--- src/rtl/dfs_pkg.sv ---
// shared types and constants of the delimited field splitter
package dfs_pkg;

    localparam int MAX_SEPARATORS  = 4;
    localparam int NUM_SEP_REGS    = 4;
    localparam int SEP_LIMIT       = (MAX_SEPARATORS < NUM_SEP_REGS) ? MAX_SEPARATORS
                                                                     : NUM_SEP_REGS;
    localparam int DEF_MAX_HELD    = 16;
    localparam int APB_ADDR_W      = 5;
    localparam int APB_DATA_W      = 32;

    localparam logic [7:0] SLASH_BYTE  = 8'h2F;
    localparam logic [7:0] BLANK_LIMIT = 8'h20;

    typedef enum logic [2:0] {
        REG_SEP_COUNT      = 3'd0,
        REG_SEP_A          = 3'd1,
        REG_SEP_B          = 3'd2,
        REG_SEP_C          = 3'd3,
        REG_SEP_D          = 3'd4,
        REG_COMMENT_FILTER = 3'd5,
        REG_TRIM_ENABLE    = 3'd6
    } reg_index_t;

    typedef enum logic [1:0] {
        KIND_BYTE    = 2'd0,
        KIND_END     = 2'd1,
        KIND_COMMENT = 2'd2
    } item_kind_t;

    typedef enum logic [1:0] {
        ST_IDLE,
        ST_PROC,
        ST_REPLAY,
        ST_FINAL
    } state_t;

    typedef struct packed {
        logic [7:0] char_byte;
        logic       line_end;
    } in_item_t;

    typedef struct packed {
        item_kind_t item_kind;
        logic [7:0] out_byte;
        logic       line_done;
        logic       run_last;
        logic       trim_overflow;
    } out_item_t;

    typedef struct packed {
        logic [2:0]                   sep_count;
        logic [NUM_SEP_REGS-1:0][7:0] separators;
        logic                         comment_filter;
        logic                         trim_enable;
    } cfg_t;

endpackage

--- src/rtl/dfs_ram.sv ---
// generic single-write, single-read memory with registered read data
module dfs_ram #(
    parameter int WIDTH = 8,
    parameter int DEPTH = 16,
    localparam int AW   = (DEPTH > 1) ? $clog2(DEPTH) : 1
) (
    input  logic             clk,
    input  logic             wr_en,
    input  logic [AW-1:0]    wr_addr,
    input  logic [WIDTH-1:0] wr_data,
    input  logic             rd_en,
    input  logic [AW-1:0]    rd_addr,
    output logic [WIDTH-1:0] rd_data
);

    logic [WIDTH-1:0] mem [DEPTH];
    logic [WIDTH-1:0] rd_data_reg;

    always_ff @(posedge clk) begin
        if (wr_en) begin
            mem[wr_addr] <= wr_data;
        end
        if (rd_en) begin
            rd_data_reg <= mem[rd_addr];
        end
    end

    assign rd_data = rd_data_reg;

endmodule

--- src/rtl/dfs_cfg.sv ---
// apb register bank holding separators, separator count and filter/trim controls
module dfs_cfg (
    input  logic                           aclk,
    input  logic                           aresetn,
    input  logic                           psel,
    input  logic                           penable,
    input  logic                           pwrite,
    input  logic [dfs_pkg::APB_ADDR_W-1:0] paddr,
    input  logic [dfs_pkg::APB_DATA_W-1:0] pwdata,
    output logic [dfs_pkg::APB_DATA_W-1:0] prdata,
    output dfs_pkg::cfg_t                  cfg
);

    dfs_pkg::cfg_t      cfg_reg;
    dfs_pkg::cfg_t      cfg_next;
    dfs_pkg::reg_index_t reg_sel;
    logic               wr_strobe;

    assign reg_sel   = dfs_pkg::reg_index_t'(paddr[dfs_pkg::APB_ADDR_W-1:2]);
    assign wr_strobe = psel && penable && pwrite;

    always_comb begin
        cfg_next = cfg_reg;
        if (wr_strobe) begin
            unique case (reg_sel)
                dfs_pkg::REG_SEP_COUNT:      cfg_next.sep_count      = pwdata[2:0];
                dfs_pkg::REG_SEP_A:          cfg_next.separators[0]  = pwdata[7:0];
                dfs_pkg::REG_SEP_B:          cfg_next.separators[1]  = pwdata[7:0];
                dfs_pkg::REG_SEP_C:          cfg_next.separators[2]  = pwdata[7:0];
                dfs_pkg::REG_SEP_D:          cfg_next.separators[3]  = pwdata[7:0];
                dfs_pkg::REG_COMMENT_FILTER: cfg_next.comment_filter = pwdata[0];
                dfs_pkg::REG_TRIM_ENABLE:    cfg_next.trim_enable    = pwdata[0];
                default: ;
            endcase
        end
    end

    always_comb begin
        prdata = '0;
        unique case (reg_sel)
            dfs_pkg::REG_SEP_COUNT:      prdata[2:0] = cfg_reg.sep_count;
            dfs_pkg::REG_SEP_A:          prdata[7:0] = cfg_reg.separators[0];
            dfs_pkg::REG_SEP_B:          prdata[7:0] = cfg_reg.separators[1];
            dfs_pkg::REG_SEP_C:          prdata[7:0] = cfg_reg.separators[2];
            dfs_pkg::REG_SEP_D:          prdata[7:0] = cfg_reg.separators[3];
            dfs_pkg::REG_COMMENT_FILTER: prdata[0]   = cfg_reg.comment_filter;
            dfs_pkg::REG_TRIM_ENABLE:    prdata[0]   = cfg_reg.trim_enable;
            default: ;
        endcase
    end

    always_ff @(posedge aclk) begin
        if (!aresetn) begin
            cfg_reg <= '{sep_count: 3'd0, separators: '0, comment_filter: 1'b0,
                         trim_enable: 1'b1};
        end else begin
            cfg_reg <= cfg_next;
        end
    end

    assign cfg = cfg_reg;

endmodule

--- src/rtl/dfs_sep_match.sv ---
// compares one byte against the active separator bytes
module dfs_sep_match (
    input  dfs_pkg::cfg_t cfg,
    input  logic [7:0]    byte_in,
    output logic          hit
);

    logic [2:0] active_n;

    // count above the number of separator slots acts as all slots
    assign active_n = (cfg.sep_count > 3'(dfs_pkg::SEP_LIMIT)) ? 3'(dfs_pkg::SEP_LIMIT)
                                                             : cfg.sep_count;

    always_comb begin
        hit = 1'b0;
        for (int i = 0; i < dfs_pkg::NUM_SEP_REGS; i++) begin
            if ((3'(i) < active_n) && (cfg.separators[i] == byte_in)) begin
                hit = 1'b1;
            end
        end
    end

endmodule

--- src/rtl/delimited_field_splitter.sv ---
// top level: line tokenizer splitting a byte stream into fields at separator bytes
// an item is taken in IDLE and worked in PROC; comment-line bytes and a held leading
// slash are only taken in IDLE; text after held blanks first replays them in REPLAY,
// resolving a held slash adds a second PROC pass, and a line's last byte adds FINAL
// results are loaded into a registered output stage; output stalls hold the block
// synchronous active-low reset clears control state; held-byte memory is not cleared
module delimited_field_splitter #(
    parameter int MAX_HELD_BLANKS = dfs_pkg::DEF_MAX_HELD
) (
    input  logic                           aclk,
    input  logic                           aresetn,
    // input item channel
    input  logic                           s_valid,
    output logic                           s_ready,
    input  dfs_pkg::in_item_t              s_item,
    // result item channel
    output logic                           m_valid,
    input  logic                           m_ready,
    output dfs_pkg::out_item_t             m_item,
    // configuration port
    input  logic                           psel,
    input  logic                           penable,
    input  logic                           pwrite,
    input  logic [dfs_pkg::APB_ADDR_W-1:0] paddr,
    input  logic [dfs_pkg::APB_DATA_W-1:0] pwdata,
    output logic [dfs_pkg::APB_DATA_W-1:0] prdata,
    output logic                           pready
);

    // held-count holds 0..MAX, memory address spans 0..MAX-1
    localparam int CW = $clog2(MAX_HELD_BLANKS + 1);
    localparam int AW = (MAX_HELD_BLANKS > 1) ? $clog2(MAX_HELD_BLANKS) : 1;

    dfs_pkg::cfg_t      cfg;
    dfs_pkg::state_t    state_reg, state_next;

    // per-line control state
    logic [1:0]         line_pos_reg, line_pos_next;
    logic               slash_held_reg, slash_held_next;
    logic               comment_reg, comment_next;
    logic               content_reg, content_next;
    logic [CW-1:0]      held_count_reg, held_count_next;
    logic               ovf_reg, ovf_next;

    // the item being worked on
    logic [7:0]         byte_reg, byte_next;
    logic               last_reg, last_next;
    logic               cur_slash_reg, cur_slash_next;
    logic [AW-1:0]      idx_reg, idx_next;

    // output register
    logic               m_valid_reg, m_valid_next;
    dfs_pkg::out_item_t m_item_reg, m_item_next;

    // held-byte memory port
    logic               ram_wr_en, ram_rd_en;
    logic [AW-1:0]      ram_rd_addr;
    logic [7:0]         ram_rd_data;

    // classification
    logic [7:0]         cur_byte;
    logic               x_sep, x_blank, x_text;
    logic               b_sep, b_blank;
    logic               in_acc, in_last, in_slash, hold_cond;
    logic               out_free;
    logic               emit;
    dfs_pkg::out_item_t emit_item;
    logic               proc_needs_out, proc_to_replay, proc_done;
    logic               final_needs_out, final_done;
    logic [CW-1:0]      idx_inc;
    logic               replay_more;
    logic               proc_run_last;

    dfs_cfg u_cfg (
        .aclk    (aclk),
        .aresetn (aresetn),
        .psel    (psel),
        .penable (penable),
        .pwrite  (pwrite),
        .paddr   (paddr),
        .pwdata  (pwdata),
        .prdata  (prdata),
        .cfg     (cfg)
    );

    assign pready = 1'b1;

    // a held leading slash is worked through before the byte that followed it
    assign cur_byte = cur_slash_reg ? dfs_pkg::SLASH_BYTE : byte_reg;

    dfs_sep_match u_match_cur (
        .cfg     (cfg),
        .byte_in (cur_byte),
        .hit     (x_sep)
    );

    dfs_sep_match u_match_byte (
        .cfg     (cfg),
        .byte_in (byte_reg),
        .hit     (b_sep)
    );

    dfs_ram #(
        .WIDTH (8),
        .DEPTH (MAX_HELD_BLANKS)
    ) u_held_ram (
        .clk     (aclk),
        .wr_en   (ram_wr_en),
        .wr_addr (held_count_reg[AW-1:0]),
        .wr_data (cur_byte),
        .rd_en   (ram_rd_en),
        .rd_addr (ram_rd_addr),
        .rd_data (ram_rd_data)
    );

    // byte classes: separator, trimmable blank, or field text
    assign x_blank = !x_sep && cfg.trim_enable && (cur_byte <= dfs_pkg::BLANK_LIMIT);
    assign x_text  = !x_sep && !x_blank;
    assign b_blank = !b_sep && cfg.trim_enable && (byte_reg <= dfs_pkg::BLANK_LIMIT);

    assign s_ready   = (state_reg == dfs_pkg::ST_IDLE);
    assign in_acc    = s_valid && s_ready;
    assign in_last   = s_item.line_end;
    assign in_slash  = (s_item.char_byte == dfs_pkg::SLASH_BYTE);
    // first byte a slash, filter on, line goes on: hold it until the second byte
    assign hold_cond = (line_pos_reg == 2'd0) && cfg.comment_filter && in_slash && !in_last;

    // output register can take a result this cycle
    assign out_free = !m_valid_reg || m_ready;

    // text after held blanks first replays them from memory
    assign proc_to_replay = x_text && (held_count_reg != '0);
    assign proc_needs_out = x_sep || (x_text && (held_count_reg == '0));
    assign proc_done      = !proc_to_replay && (!proc_needs_out || out_free);

    // closing result: comment marker, or field end unless a separator closed it already
    assign final_needs_out = comment_reg || !b_sep;
    assign final_done      = !final_needs_out || out_free;

    assign idx_inc     = CW'(idx_reg) + CW'(1);
    assign replay_more = (idx_inc < held_count_reg);

    // in the slash pass, the slash result is last only when the next byte is dropped
    // as a blank and the line goes on; in the byte pass a field byte is followed by
    // the closing field end on a line's last byte
    assign proc_run_last = cur_slash_reg ? (!last_reg && b_blank)
                                         : (x_sep || !last_reg);

    // next state
    always_comb begin
        state_next = state_reg;
        unique case (state_reg)
            dfs_pkg::ST_IDLE: begin
                if (in_acc) begin
                    if (comment_reg) begin
                        state_next = in_last ? dfs_pkg::ST_FINAL : dfs_pkg::ST_IDLE;
                    end else if (slash_held_reg) begin
                        if (in_slash) begin
                            state_next = in_last ? dfs_pkg::ST_FINAL : dfs_pkg::ST_IDLE;
                        end else begin
                            state_next = dfs_pkg::ST_PROC;
                        end
                    end else if (hold_cond) begin
                        state_next = dfs_pkg::ST_IDLE;
                    end else begin
                        state_next = dfs_pkg::ST_PROC;
                    end
                end
            end
            dfs_pkg::ST_PROC: begin
                if (proc_to_replay) begin
                    state_next = dfs_pkg::ST_REPLAY;
                end else if (proc_done) begin
                    if (cur_slash_reg) begin
                        state_next = dfs_pkg::ST_PROC;
                    end else begin
                        state_next = last_reg ? dfs_pkg::ST_FINAL : dfs_pkg::ST_IDLE;
                    end
                end
            end
            dfs_pkg::ST_REPLAY: begin
                if (out_free && !replay_more) begin
                    state_next = dfs_pkg::ST_PROC;
                end
            end
            dfs_pkg::ST_FINAL: begin
                if (final_done) begin
                    state_next = dfs_pkg::ST_IDLE;
                end
            end
            default: state_next = dfs_pkg::ST_IDLE;
        endcase
    end

    // datapath and result generation
    always_comb begin
        line_pos_next   = line_pos_reg;
        slash_held_next = slash_held_reg;
        comment_next    = comment_reg;
        content_next    = content_reg;
        held_count_next = held_count_reg;
        ovf_next        = ovf_reg;
        byte_next       = byte_reg;
        last_next       = last_reg;
        cur_slash_next  = cur_slash_reg;
        idx_next        = idx_reg;
        ram_wr_en       = 1'b0;
        ram_rd_en       = 1'b0;
        ram_rd_addr     = '0;
        emit            = 1'b0;
        emit_item       = '0;

        unique case (state_reg)
            dfs_pkg::ST_IDLE: begin
                if (in_acc) begin
                    byte_next      = s_item.char_byte;
                    last_next      = in_last;
                    cur_slash_next = 1'b0;
                    if (in_last) begin
                        line_pos_next = 2'd0;
                    end else if (line_pos_reg != 2'd2) begin
                        line_pos_next = line_pos_reg + 2'd1;
                    end
                    if (comment_reg) begin
                        // bytes of a dropped line give nothing
                    end else if (slash_held_reg) begin
                        slash_held_next = 1'b0;
                        if (in_slash) begin
                            comment_next = 1'b1;
                        end else begin
                            cur_slash_next = 1'b1;
                        end
                    end else if (hold_cond) begin
                        slash_held_next = 1'b1;
                    end
                end
            end
            dfs_pkg::ST_PROC: begin
                if (x_sep) begin
                    if (out_free) begin
                        emit                    = 1'b1;
                        emit_item.item_kind     = dfs_pkg::KIND_END;
                        emit_item.trim_overflow = ovf_reg;
                        emit_item.run_last      = proc_run_last;
                        emit_item.line_done     = proc_run_last && last_reg;
                        content_next            = 1'b0;
                        held_count_next         = '0;
                        ovf_next                = 1'b0;
                    end
                end else if (x_blank) begin
                    // leading blanks vanish, inner ones wait in memory
                    if (content_reg) begin
                        if (held_count_reg < CW'(MAX_HELD_BLANKS)) begin
                            ram_wr_en       = 1'b1;
                            held_count_next = held_count_reg + CW'(1);
                        end else begin
                            ovf_next = 1'b1;
                        end
                    end
                end else if (proc_to_replay) begin
                    ram_rd_en   = 1'b1;
                    ram_rd_addr = '0;
                    idx_next    = '0;
                end else if (out_free) begin
                    emit                = 1'b1;
                    emit_item.item_kind = dfs_pkg::KIND_BYTE;
                    emit_item.out_byte  = cur_byte;
                    emit_item.run_last  = proc_run_last;
                    emit_item.line_done = proc_run_last && last_reg;
                    content_next        = 1'b1;
                end
                if (proc_done && cur_slash_reg) begin
                    cur_slash_next = 1'b0;
                end
            end
            dfs_pkg::ST_REPLAY: begin
                // one held byte per cycle while the output is free, next read issued as this one leaves
                if (out_free) begin
                    emit                = 1'b1;
                    emit_item.item_kind = dfs_pkg::KIND_BYTE;
                    emit_item.out_byte  = ram_rd_data;
                    if (replay_more) begin
                        ram_rd_en   = 1'b1;
                        ram_rd_addr = idx_inc[AW-1:0];
                        idx_next    = idx_inc[AW-1:0];
                    end else begin
                        held_count_next = '0;
                    end
                end
            end
            dfs_pkg::ST_FINAL: begin
                if (final_done) begin
                    if (final_needs_out) begin
                        emit                = 1'b1;
                        emit_item.run_last  = 1'b1;
                        emit_item.line_done = 1'b1;
                        if (comment_reg) begin
                            emit_item.item_kind = dfs_pkg::KIND_COMMENT;
                        end else begin
                            emit_item.item_kind     = dfs_pkg::KIND_END;
                            emit_item.trim_overflow = ovf_reg;
                        end
                    end
                    // line boundary: all per-line state starts over
                    slash_held_next = 1'b0;
                    comment_next    = 1'b0;
                    content_next    = 1'b0;
                    held_count_next = '0;
                    ovf_next        = 1'b0;
                    cur_slash_next  = 1'b0;
                end
            end
            default: ;
        endcase
    end

    // output register: loads a result whenever it is free
    always_comb begin
        m_valid_next = m_valid_reg;
        m_item_next  = m_item_reg;
        if (emit) begin
            m_valid_next = 1'b1;
            m_item_next  = emit_item;
        end else if (m_ready) begin
            m_valid_next = 1'b0;
        end
    end

    always_ff @(posedge aclk) begin
        if (!aresetn) begin
            state_reg      <= dfs_pkg::ST_IDLE;
            line_pos_reg   <= 2'd0;
            slash_held_reg <= 1'b0;
            comment_reg    <= 1'b0;
            content_reg    <= 1'b0;
            held_count_reg <= '0;
            ovf_reg        <= 1'b0;
            cur_slash_reg  <= 1'b0;
            m_valid_reg    <= 1'b0;
        end else begin
            state_reg      <= state_next;
            line_pos_reg   <= line_pos_next;
            slash_held_reg <= slash_held_next;
            comment_reg    <= comment_next;
            content_reg    <= content_next;
            held_count_reg <= held_count_next;
            ovf_reg        <= ovf_next;
            cur_slash_reg  <= cur_slash_next;
            m_valid_reg    <= m_valid_next;
        end
    end

    always_ff @(posedge aclk) begin
        byte_reg   <= byte_next;
        last_reg   <= last_next;
        idx_reg    <= idx_next;
        m_item_reg <= m_item_next;
    end

    assign m_valid = m_valid_reg;
    assign m_item  = m_item_reg;

    // replay never reads past the held bytes
    a_replay_index: assert property (@(posedge aclk) disable iff (!aresetn)
        (state_reg == dfs_pkg::ST_REPLAY) |-> (CW'(idx_reg) < held_count_reg))
        else $error("replay index beyond held count");

    // a held slash and a dropped line never coexist
    a_slash_comment: assert property (@(posedge aclk) disable iff (!aresetn)
        !(slash_held_reg && comment_reg))
        else $error("slash held on a comment line");

    // closing a line clears the per-line state
    a_line_clear: assert property (@(posedge aclk) disable iff (!aresetn)
        (state_reg == dfs_pkg::ST_FINAL && final_done) |=>
            (!content_reg && held_count_reg == '0 && !ovf_reg && !comment_reg
             && line_pos_reg == 2'd0))
        else $error("line state not cleared at line end");

    // a line-done result only comes from an item that ends its line
    a_line_done: assert property (@(posedge aclk) disable iff (!aresetn)
        (emit && emit_item.line_done) |-> (last_reg && emit_item.run_last))
        else $error("line done on an item that does not end the line");

endmodule

--- config.mk ---
export PLATFORM = sky130hd
export DESIGN_NAME = delimited_field_splitter
export DESIGN_NICKNAME = d
export VERILOG_FILES = /design/src/rtl/dfs_pkg.sv /design/src/rtl/dfs_ram.sv /design/src/rtl/dfs_cfg.sv /design/src/rtl/dfs_sep_match.sv /design/src/rtl/delimited_field_splitter.sv
export SDC_FILE = /design/constraint.sdc
export NUM_CORES = 1
export LEC_CHECK = 0
export BUFFER_PORTS_ARGS = -buffer_cell sky130_fd_sc_hd__buf_4
export CAP_MARGIN = 20
export CORE_MARGIN = 3
export CORE_UTILIZATION = 48
export CTS_BUF_LIST = sky130_fd_sc_hd__clkbuf_16
export CTS_CLUSTER_DIAMETER = 30
export DETAILED_ROUTE_END_ITERATION = 8
export PLACE_DENSITY = 0.77
export RECOVER_POWER = 25
export SLEW_MARGIN = 15
export SYNTH_ARGS = -nofsm -noshare
export SYNTH_HDL_FRONTEND = slang
export SYNTH_SLANG_ARGS = --single-unit
--- constraint.sdc ---
create_clock -name aclk -period 3.2 [get_ports aclk]
set_input_delay 0.48 -clock aclk [delete_from_list [all_inputs] [get_ports aclk]]
set_output_delay 0.48 -clock aclk [all_outputs]
set_load 0.01 [all_outputs]
---- Yosys cells after proc, flatten, opt, wreduce, memory -nomap -nowiden ----
Memory sizes are Yosys's and may differ from the RTL's. A register that Yosys moved wholly into a read port is not among the register bits.
Cells that the tools add are included.
cells by class
  reduce and logical (&&, ||, !) cells .... 71
  mux-type cells .......................... 116
  add/subtract/negate cells ............... 3
  eq/ne operators ......................... 39
  $lt $le $gt $ge ......................... 9
operators with widths
  cell                                                                   count
  8-bit == test                                                          8
  1-bit two-way mux                                                      56
  5-bit two-way mux                                                      8
  2-bit two-way mux                                                      18
  4-bit two-way mux                                                      8
  1-bit logical AND                                                      26
  12-bit two-way mux                                                     2
  8-bit two-way mux                                                      3
  2-bit != test, second input constant                                   12
  3-bit != test, second input constant                                   8
  5-bit one-hot mux with 4 select lines                                  1
  8-bit by 6-bit <= comparator with 1-bit output, second input constant  2
  8-bit one-hot mux with 2 select lines                                  1
  2-bit AND reduction                                                    8
  5-bit one-hot mux with 3 select lines                                  1
  3-bit two-way mux                                                      4
  4-bit AND reduction                                                    3
  6-bit AND reduction                                                    2
  1-bit zero test                                                        10
  10-bit two-way mux                                                     1
  1-bit one-hot mux with 2 select lines                                  5
  2-bit one-hot mux with 5 select lines                                  1
  2-bit nonzero test                                                     5
  3-bit == test, second input constant                                   3
  29 further kinds                                                       42
word-level totals
  output and inout bits ................... 48
  input bits .............................. 53
  memories kept ........................... 1
  flip-flop bits (word level) ............. 78
  RAM bits ................................ 128
  word-level logic and storage cells ...... 263
memory list
  name            depth  width  rd ports  clocked after memory_dff  write ports  line           RTL
  u_held_ram.mem  16     8      1         1                         1            dfs_ram.sv:16  logic [WIDTH-1:0] mem [DEPTH];

---- Depth between registers and ports, before layout ----
Gate-level depths: netlist (run 1).
  word-level depth ........................ 21
  mapped depth ............................ 13
  gate-level depth less buffers ........... 11

---- By module ----
A second synthesis (run 1) with hierarchy kept.
second synthesis, totals
  cells, all modules ...................... 776
  area total of the unflattened synthesis .. 10,354.9 um^2
modules (own cells, without submodules)
  module                    cells an instance  area an instance (um^2)  instances  seq. area each (um^2)
  dfs_ram                   229                5,227.5                  1          4,083.9
  delimited_field_splitter  252                2,481.1                  1          1,081.0
  dfs_cfg                   201                1,908.1                  1          740.7
  dfs_sep_match             47                 369.1                    2          0.0

---- Worst setup path after synthesis (run 1) ----
No wires, ideal clock.
  path kind ............................... reg2reg
  start point ............................. register idx_reg[0]
  end point ............................... register u_held_ram.rd_data_reg[0] (netlist: u_held_ram.rd_data[0]), read port of u_held_ram.mem, enable pin
  clock period less this slack ............ 3.245 ns
  data arrival time ....................... 2.915 ns
  path buffers ............................ 2
  required time ........................... 2.870 ns
  stages on the path, launching flop included .. 11
  setup time .............................. 0.330 ns
  setup slack ............................. -0.045 ns
  cell sequence ........................... edfxtp_1 > ha_1 > xnor2_1 > clkinv_1 > ha_1 > o211ai_1 > nand2_1 > a2111oi_4 > clkbuf_1 > clkbuf_1 > o21a_1
between the ends
  longest elaborated chain between the ends .. 5
  elaborated cells on any way between the ends .. 8
  classes of those cells .................. add/sub: 1; order compare: 1; mux: 6
ends and longest elaborated chain
  what                                    line                             RTL
  start: declaration                      delimited_field_splitter.sv:49   logic [AW-1:0] idx_reg, idx_next;
  start signal: assignment                delimited_field_splitter.sv:356  idx_reg <= idx_next;
  4-bit by 1-bit adder with 5-bit output  delimited_field_splitter.sv:140  assign idx_inc = CW'(idx_reg) + CW'(1);
  via idx_inc[2]                          delimited_field_splitter.sv:70   logic [CW-1:0] idx_inc;
  5-bit less-than comparator              delimited_field_splitter.sv:141  assign replay_more = (idx_inc < held_count_reg);
  1-bit two-way mux                       delimited_field_splitter.sv:282  if (replay_more) begin
  1-bit two-way mux                       delimited_field_splitter.sv:278  if (out_free) begin
  1-bit one-hot mux with 2 select lines   delimited_field_splitter.sv:213  unique case (state_reg)
  via ram_rd_en                           delimited_field_splitter.sv:56   logic ram_wr_en, ram_rd_en;
  end: declaration                        dfs_ram.sv:17                    logic [WIDTH-1:0] rd_data_reg;
The timed path passes the listed nets, and every way through them passes these cells.
A chain may end at the register's enable or synchronous reset.

---- Worst setup path in the final report (run 1) ----
  start point ............................. register byte_reg[3]
  end point ............................... register state_reg[0]
between the ends
  longest elaborated chain between the ends .. 19
  elaborated cells on any way between the ends .. 47
  classes of those cells .................. order compare: 1; eq/ne: 10; mux: 11; reduce/logical: 25
ends and longest elaborated chain
  what                            line                                                              RTL
  start: declaration              delimited_field_splitter.sv:46                                    logic [7:0] byte_reg, byte_next;
  start signal: assignment        delimited_field_splitter.sv:354                                   byte_reg <= byte_next;
  8-bit two-way mux               delimited_field_splitter.sv:89                                    assign cur_byte = cur_slash_reg ? dfs_pkg::SLASH_BYTE : byte_reg;
  8-bit == test                   dfs_sep_match.sv:17                                               if ((3'(i) < active_n) && (cfg.separators[i] == byte_in)) begin
  1-bit logical AND               dfs_sep_match.sv:17
  1-bit two-way mux (4 in a row)  dfs_sep_match.sv:17
  1-bit zero test                 delimited_field_splitter.sv:117, delimited_field_splitter.sv:118
  1-bit logical AND (2 in a row)  delimited_field_splitter.sv:117                                   assign x_blank = !x_sep && cfg.trim_enable && (cur_byte <= dfs_pkg::BLANK_LIMIT);
  1-bit zero test                 delimited_field_splitter.sv:118                                   assign x_text = !x_sep && !x_blank;
  1-bit logical AND               delimited_field_splitter.sv:118
  1-bit logical AND               delimited_field_splitter.sv:133                                   assign proc_needs_out = x_sep || (x_text && (held_count_reg == '0));
  1-bit logical OR                delimited_field_splitter.sv:133
  1-bit zero test                 delimited_field_splitter.sv:134                                   assign proc_done = !proc_to_replay && (!proc_needs_out || out_free);
  1-bit logical OR                delimited_field_splitter.sv:134
  1-bit logical AND               delimited_field_splitter.sv:134
  3-bit != test (no line)         --
  4-bit AND reduction (no line)   --
  end signal: assignment          delimited_field_splitter.sv:331                                   state_reg <= dfs_pkg::ST_IDLE;
  end signal: assignment          delimited_field_splitter.sv:341                                   state_reg <= state_next;
  end: declaration                delimited_field_splitter.sv:35                                    dfs_pkg::state_t state_reg, state_next;
Several ways; a longest one is shown, not always the timed one.

==> results of run 1 <==
[stage by stage]
step	power, mW	area [µm²]
after global placement	4.84	11500
after detailed placement	4.88	11500
after global routing	9.32	12900
after floorplan	4.38	10800
after CTS	8.99	12800
final	8.96	12900
[power by group through the flow]
stage / combinational, mW / sequential, mW / clock, mW
floorplan: 1.13 / 3.25 / 0
global placement: 1.56 / 3.29 / 0
detailed placement: 1.59 / 3.29 / 0
CTS: 1.60 / 3.24 / 4.14
global route: 1.79 / 3.24 / 4.29
finish: 1.64 / 3.24 / 4.08
[layer usage]
layer	routed length (µm)	vias up	GRT usage
li1	-	3698	-
met1	11400	3807	0.302
met2	12500	374	0.346
met3	2130	77	0.0442
met4	809	0	0.0788
met5	0	-	0
[area by class of cell]
class | count | area (µm²)
Fill cell | 1721 | 9000
Sequential cell | 214 | 5910
Multi-Input combinational cell | 643 | 4410
Clock buffer | 42 | 1050
Timing Repair Buffer | 107 | 764
Tap cell | 280 | 350
Clock inverter | 35 | 297
Inverter | 29 | 109
[how the worst max path moves through the flow]
stage                                      end                startpoint  depth (start not counted)
4_1_cts        u_held_ram.rd_data[1]$_DFFE_PP_  idx_reg[0]$_SDFFCE_PN0P_                         12
2_1_floorplan  u_held_ram.rd_data[0]$_DFFE_PP_  idx_reg[0]$_SDFFCE_PN0P_                         10
5_1_grt              state_reg[0]$_SDFFE_PN0P_     byte_reg[2]$_DFFE_PP_                          8
6_report             state_reg[0]$_SDFFE_PN0P_     byte_reg[3]$_DFFE_PP_                          8
3_3_place_gp   u_held_ram.rd_data[1]$_DFFE_PP_  idx_reg[0]$_SDFFCE_PN0P_                         12
3_5_place_dp   u_held_ram.rd_data[1]$_DFFE_PP_  idx_reg[0]$_SDFFCE_PN0P_                         12
[worst max-delay path, delay by kind of cell (launching register included)]
kind                   cells  cell delay [ps]
AO/OA/AOI/OAI              3              810
XOR/XNOR                   1              140
buffers and inverters      1              230
flip-flops                 1              550
AND/OR/NAND/NOR            3             1210
[cell usage in the layout, fill, tap and decap left out, drive strengths merged, types with 13 or more instances in the layout]
master | synthesis | routed
nor2 | 89 | 89
nor2b | 29 | 29
mux2 | 26 | 26
nand3 | 23 | 23
a22oi | 33 | 33
clkbuf | 33 | 64
nor3 | 16 | 16
xnor2 | 19 | 19
a21oi | 26 | 26
edfxtp | 162 | 162
clkinv | 1 | 17
ha | 15 | 15
a31oi | 13 | 13
inv | 28 | 42
o21ai | 29 | 29
dfxtp | 52 | 52
nand2 | 62 | 62
conb | 2 | 25
nand2b | 13 | 13
buf | 45 | 85
nand4 | 13 | 13
mux2i | 60 | 60
[what timing repair did]
| action | in CTS | in global routing |
|---|---|---|
| setup buffers | 0 | 6 |
| gates resized for setup | 1 | 13 |
| pin swaps | 0 | 2 |
| cloned | 0 | 0 |
| endpoints found under the setup margin | 1 | 91 |
[kinds of logic after synthesis]
group                      share of synthesized area
AOI/OAI and AO/OA                              0.129
xor gates and xnor gates                      0.0196
adders and majority gates                     0.0175
buffers and inverters                         0.0504
DFF                                            0.552
muxes                                         0.0856
other                                       0.000702
and+or+nand+nor                                0.145
==> impl_metrics.py, run 1 <==
metrics = {
    "synthesis": {
        "ys_warn_count": 0,
        "syn_area_mm2": 0.0107,
        "synth_cells": 941,
        "synth_edf_count": 162,
        "synth_seq_area_share": 0.552,
        "synth.distinct_cells": 79,
        "synth_top_area_frac": 0.455,
        "synth-seq-cells": 214,
        "synth_flop_cell": "edfxtp_1",
        "async_flop_share": 0,
        "synthTopCellsByArea": "edfxtp_1 45%, dfxtp_1 9.7%, mux2i_1 5.6%",
        "post-synth-top-count-cell": "edfxtp_1",
        "syn_avg_cell_area_um2": 11.4,
        "netlist.top_cell.by_area": "edfxtp_1",
        "synth_common_cells": "162 x edfxtp_1, 88 x nor2_1, 62 x nand2_1, 60 x mux2i_1, 52 x dfxtp_1",
    },
    "die": {
        "row_count": 54,
        "core_mm2": 0.0219,
        "pin_count": 101,
        "dieArea_mm2": 0.0241,
        "initial_core_util": 0.489,
        "die_width_um": 155,
        "fp.dieH_um": 155,
    },
    "finish": {
        "final_cell_count_no_fill": 1350,
        "nets": 1105,
        "largest_reg_flops": 128,
        "diodes": 0,
        "syn2layout_area_growth_pct": 20.4,
        "drive_gt1_frac": 0.196,
        "fin_util": 0.589,
    },
    "power_and_ir_drop": {
        "clkPwrFrac": 0.456,
        "swShare": 0.292,
        "p_int_mw": 6.34,
        "leakage_nw": 4.58,
        "seqPwrFrac": 0.361,
        "combPwrFrac": 0.183,
        "powerDensity_mw_per_mm2": 695,
        "ir_drop_mv": 0.399,
        "power_switching_mw": 2.61,
    },
    "critical_path": {
        "arrival_ps": 3480,
        "cp-start-kind": "flip-flop",
        "crit_required_ps": 3620,
        "slowest_stage": "nor4_1",
        "crit_type": "flip-flop to flip-flop",
        "ff2ff_setup_slack_ps": 150,
        "max_stage_delay_ps": 590,
        "rr_startpoint": "byte_reg[3]$_DFFE_PP_",
        "worst-path-max-fanout": 10,
        "end_kind": "flip-flop",
        "crit_chain": "buf_4 -> xnor2_1 -> nand4_1 -> nor4_1 -> o41ai_4 -> a31o_1 -> or4_4 -> o31ai_1",
        "ff2ff_path_depth": 8,
        "rr_endpoint": "state_reg[0]$_SDFFE_PN0P_",
    },
    "sta": {
        "hold_viol": 0,
        "min_period_over_period": 0.953,
        "hold_slack_ps": 150,
        "worst_slack_ps": 149,
        "max-slew-margin-rel": 0.0382,
        "worst_pin_slew_ps": 1440,
        "slew_viol_final": 0,
        "clock_skew_ps": 24.5,
        "fin_tns_setup_ps": 0,
        "rsz0062_at_grt": "no",
        "timing.fmax_mhz": 328,
        "fin_crit_ps": 3050,
        "setup_viol": 0,
    },
    "global_routing": {
        "grt_max_degree": 68,
        "grt_overflow": 0,
        "antenna_found_initial": 0,
        "grt_pass1_vias": 7719,
        "grt_pass1_wl_um": 42200,
        "track_usage": 0.219,
    },
    "place": {
        "post-place-cells": 1267,
        "numPortBuffers": 49,
        "dp_hpwl_um": 17700,
        "dp_slack_ps": 13.9,
        "gp_congestion": 0.946,
    },
    "hold_path": {
        "min_path_cells": 1,
        "whs_endpoint": "byte_reg[1]$_DFFE_PP_",
        "holdCritPathClass": "input pin to flip-flop",
        "hp-start": "s_item[2]",
    },
    "outcome": {
        "status": "finished, final reports clean",
    },
    "detailed_routing": {
        "wl_um": 26800,
        "viasPerCell": 5.89,
        "drcViolationCount": 0,
        "ant_nets": 0,
        "firstDrtPassIters": 8,
        "drt_iter0_drc": 807,
        "wl_per_cell_um": 19.9,
        "vias": 7956,
    },
    "clock_network": {
        "cts_tree": "built",
        "clk_latency_ps": 540,
        "clk_path_buf_depth": 3,
        "cts.clk_slew.worst_paths_ps": 50,
        "cts_buffers": 42,
        "hold_buffers": 0,
        "clock-sinks": 214,
        "cts-root-buf": "clkbuf_16",
        "htreeDepth": 2,
    },
    "run": {
        "maxCapViolCount": 0,
    },
}
Power figures use the tool's default switching activity.
==> run 2: changes to the inputs <==
CAP_MARGIN = 25   (was 20)
MAX_ROUTING_LAYER = met4   (was not set)
==> run 2 against run 1 <==
Hold slack improved by 10 ps. Setup slack got worse by 38 ps. Combinational power rose by 2%. Total power rose by 2.4%. Utilization rose by 0.85 points. Critical path depth rose by 6. Clock-buffer cell count rose by 1. Clock power rose by 4%. Sequential share of layout area fell by 0.64 points. Routed wire length rose by 1.5%. Clock skew fell by 4.2 ps.
==> impl_metrics.py, run 2 (same netlist as run 1, synthesis figures left out) <==
metrics = {
    "outcome": {
        "status": "finished, final reports clean",
    },
    "die": {
        "core_mm2": 0.0219,
        "pin_count": 101,
        "fp.dieH_um": 155,
        "row_count": 54,
        "dieArea_mm2": 0.0241,
        "initial_core_util": 0.489,
        "die_width_um": 155,
    },
    "clock_network": {
        "cts_tree": "built",
        "cts_buffers": 43,
        "cts-root-buf": "clkbuf_16",
        "clk_path_buf_depth": 3,
        "clk_latency_ps": 530,
        "cts.clk_slew.worst_paths_ps": 50,
        "hold_buffers": 0,
        "htreeDepth": 2,
        "clock-sinks": 214,
    },
    "critical_path": {
        "cp-start-kind": "flip-flop",
        "slowest_stage": "edfxtp_1",
        "rr_endpoint": "u_held_ram.rd_data[1]$_DFFE_PP_",
        "crit_required_ps": 3600,
        "arrival_ps": 3490,
        "crit_path_start": "idx_reg[0]$_SDFFCE_PN0P_",
        "ff2ff_path_depth": 14,
        "ff2ff_setup_slack_ps": 110,
        "crit_buf_inv": 4,
        "crit_type": "flip-flop to flip-flop",
        "rr_startpoint": "idx_reg[0]$_SDFFCE_PN0P_",
        "max_stage_delay_ps": 420,
        "crit_chain": "ha_2 -> xnor2_2 -> clkinv_1 -> ha_1 -> o211ai_1 -> nand2_1 -> a2111oi_4 -> buf_6 -> buf_12 -> nor3b_4 -> buf_6 -> nand2_1 -> a22oi_2 -> o21a_1",
        "path_delay_family": "compound AO/OA/AOI/OAI gates",
        "end_kind": "flip-flop",
        "worst-path-max-fanout": 9,
    },
    "hold_path": {
        "holdCritPathClass": "input pin to flip-flop",
        "min_path_cells": 1,
        "hp-start": "s_item[3]",
        "whs_endpoint": "byte_reg[2]$_DFFE_PP_",
    },
    "global_routing": {
        "grtUsageMet3": 0.0442,
        "met1_usage": 0.294,
        "use_met2": 0.358,
        "grt_max_degree": 52,
        "grt_pass1_wl_um": 42300,
        "grt_overflow": 0,
        "antenna_found_initial": 0,
        "grt.busiest_layer": "met2",
        "track_usage": 0.227,
        "grt_pass1_vias": 7766,
    },
    "detailed_routing": {
        "drt_iter0_drc": 825,
        "viasPerCell": 6.00,
        "wl_per_cell_um": 20.0,
        "ant_nets": 0,
        "vias": 8160,
        "wl_um": 27200,
        "drcViolationCount": 0,
        "firstDrtPassIters": 5,
    },
    "finish": {
        "final_cell_mix": "162 x edfxtp_1, 92 x buf_4, 88 x nor2_1",
        "finalInstanceArea_mm2": 0.0131,
        "nets": 1112,
        "diodes": 0,
        "drive_gt1_frac": 0.218,
        "syn2layout_area_growth_pct": 22.2,
        "final_common_cell": "edfxtp_1",
        "largest_reg_flops": 128,
    },
    "power_and_ir_drop": {
        "p_int_mw": 6.51,
        "swShare": 0.290,
        "leakage_nw": 4.66,
        "powerDensity_mw_per_mm2": 701,
        "power_switching_mw": 2.66,
        "combPwrFrac": 0.184,
        "seqPwrFrac": 0.353,
        "ir_drop_mv": 0.420,
        "clkPwrFrac": 0.463,
    },
    "sta": {
        "setup_viol": 0,
        "timing.fmax_mhz": 324,
        "worst_pin_slew_ps": 986,
        "max-slew-margin-rel": 0.343,
        "clock_skew_ps": 20.3,
        "min_period_over_period": 0.965,
        "rsz0062_at_grt": "yes",
        "fin_crit_ps": 3090,
        "fin_tns_setup_ps": 0,
        "hold_viol": 0,
        "slew_viol_final": 0,
    },
    "place": {
        "gp_congestion": 0.940,
        "numPortBuffers": 49,
        "dp_hpwl_um": 17900,
        "placed_area_mm2": 0.0115,
    },
    "run": {
        "maxCapViolCount": 0,
    },
}
-- run 2: cell count changes in the layout (fill, tap and decap cells not counted), sizes merged --
cell / previous run / this run
buf: 85 / 98
bufinv: 2 / 3
clkbuf: 64 / 58
clkinv: 17 / 20
clkinvlp: 3 / 5
inv: 42 / 38
-- run 2: power by group through the flow --
stage	clock network (mW)	logic (mW)	registers [mW]
global placement	0	1.56	3.28
detailed placement	0	1.59	3.29
finish	4.24	1.68	3.24
CTS	4.29	1.60	3.24
floorplan	0	1.13	3.25
global route	4.46	1.81	3.25
-- run 2: how the worst max path moves through the flow --
| stage | to | slack [ps] | cells after the start |
|---|---|---|---|
| after CTS | u_held_ram.rd_data[0]$_DFFE_PP_ | 20 | 12 |
| after global placement | u_held_ram.rd_data[1]$_DFFE_PP_ | 50 | 12 |
| after detailed placement | u_held_ram.rd_data[1]$_DFFE_PP_ | 30 | 12 |
| after global routing | u_held_ram.rd_data[1]$_DFFE_PP_ | -30 | 14 |
| after floorplan | u_held_ram.rd_data[0]$_DFFE_PP_ | 10 | 10 |
| final | u_held_ram.rd_data[1]$_DFFE_PP_ | 110 | 14 |
-- run 2: stage by stage --
step / power (mW) / utilization / instances / hold WS [ps] / setup WS, ps
after floorplan: 4.38 / - / 964 / 471 / 11.4
after global placement: 4.85 / 0.527 / 1271 / 497 / 46.2
after detailed placement: 4.88 / 0.527 / 1271 / 509 / 28.9
after CTS: 9.13 / 0.592 / 1351 / 119 / 17.8
after global routing: 9.52 / 0.597 / 1359 / 153 / -33.5
final: 9.17 / 0.597 / 1359 / 160 / 111
-- run 2: worst reg2reg max path, delay by kind of cell, from the launching register on --
family	cells	cell delay, ps
flops	1	420
compound gates	4	760
xor+xnor	1	190
fa+ha+maj	2	520
buf+inv	4	600
simple gates	3	480
-- run 2: cell type report --
type                    count  area, µm²
clock buffers              43       1080
clock inverters            37        337
fillers                  1741       8820
inverters                  29        109
multi-input cells         643       4440
flip-flops and latches    214       5910
well taps                 280        350
repair buffers            113        856
-- run 2: timing repair --
item                       CTS  global route
setup buffers                0             7
pin swaps                    0             2
setup endpoints to repair    1           135
cloned                       0             1
gates resized for setup      1            22
-- run 2: layer usage --
| layer | wire length (µm) | share of wire |
|---|---|---|
| met1 | 11200 | 0.41 |
| met2 | 12900 | 0.48 |
| met3 | 2210 | 0.081 |
| met4 | 853 | 0.031 |
| met5 | 0 | 0 |
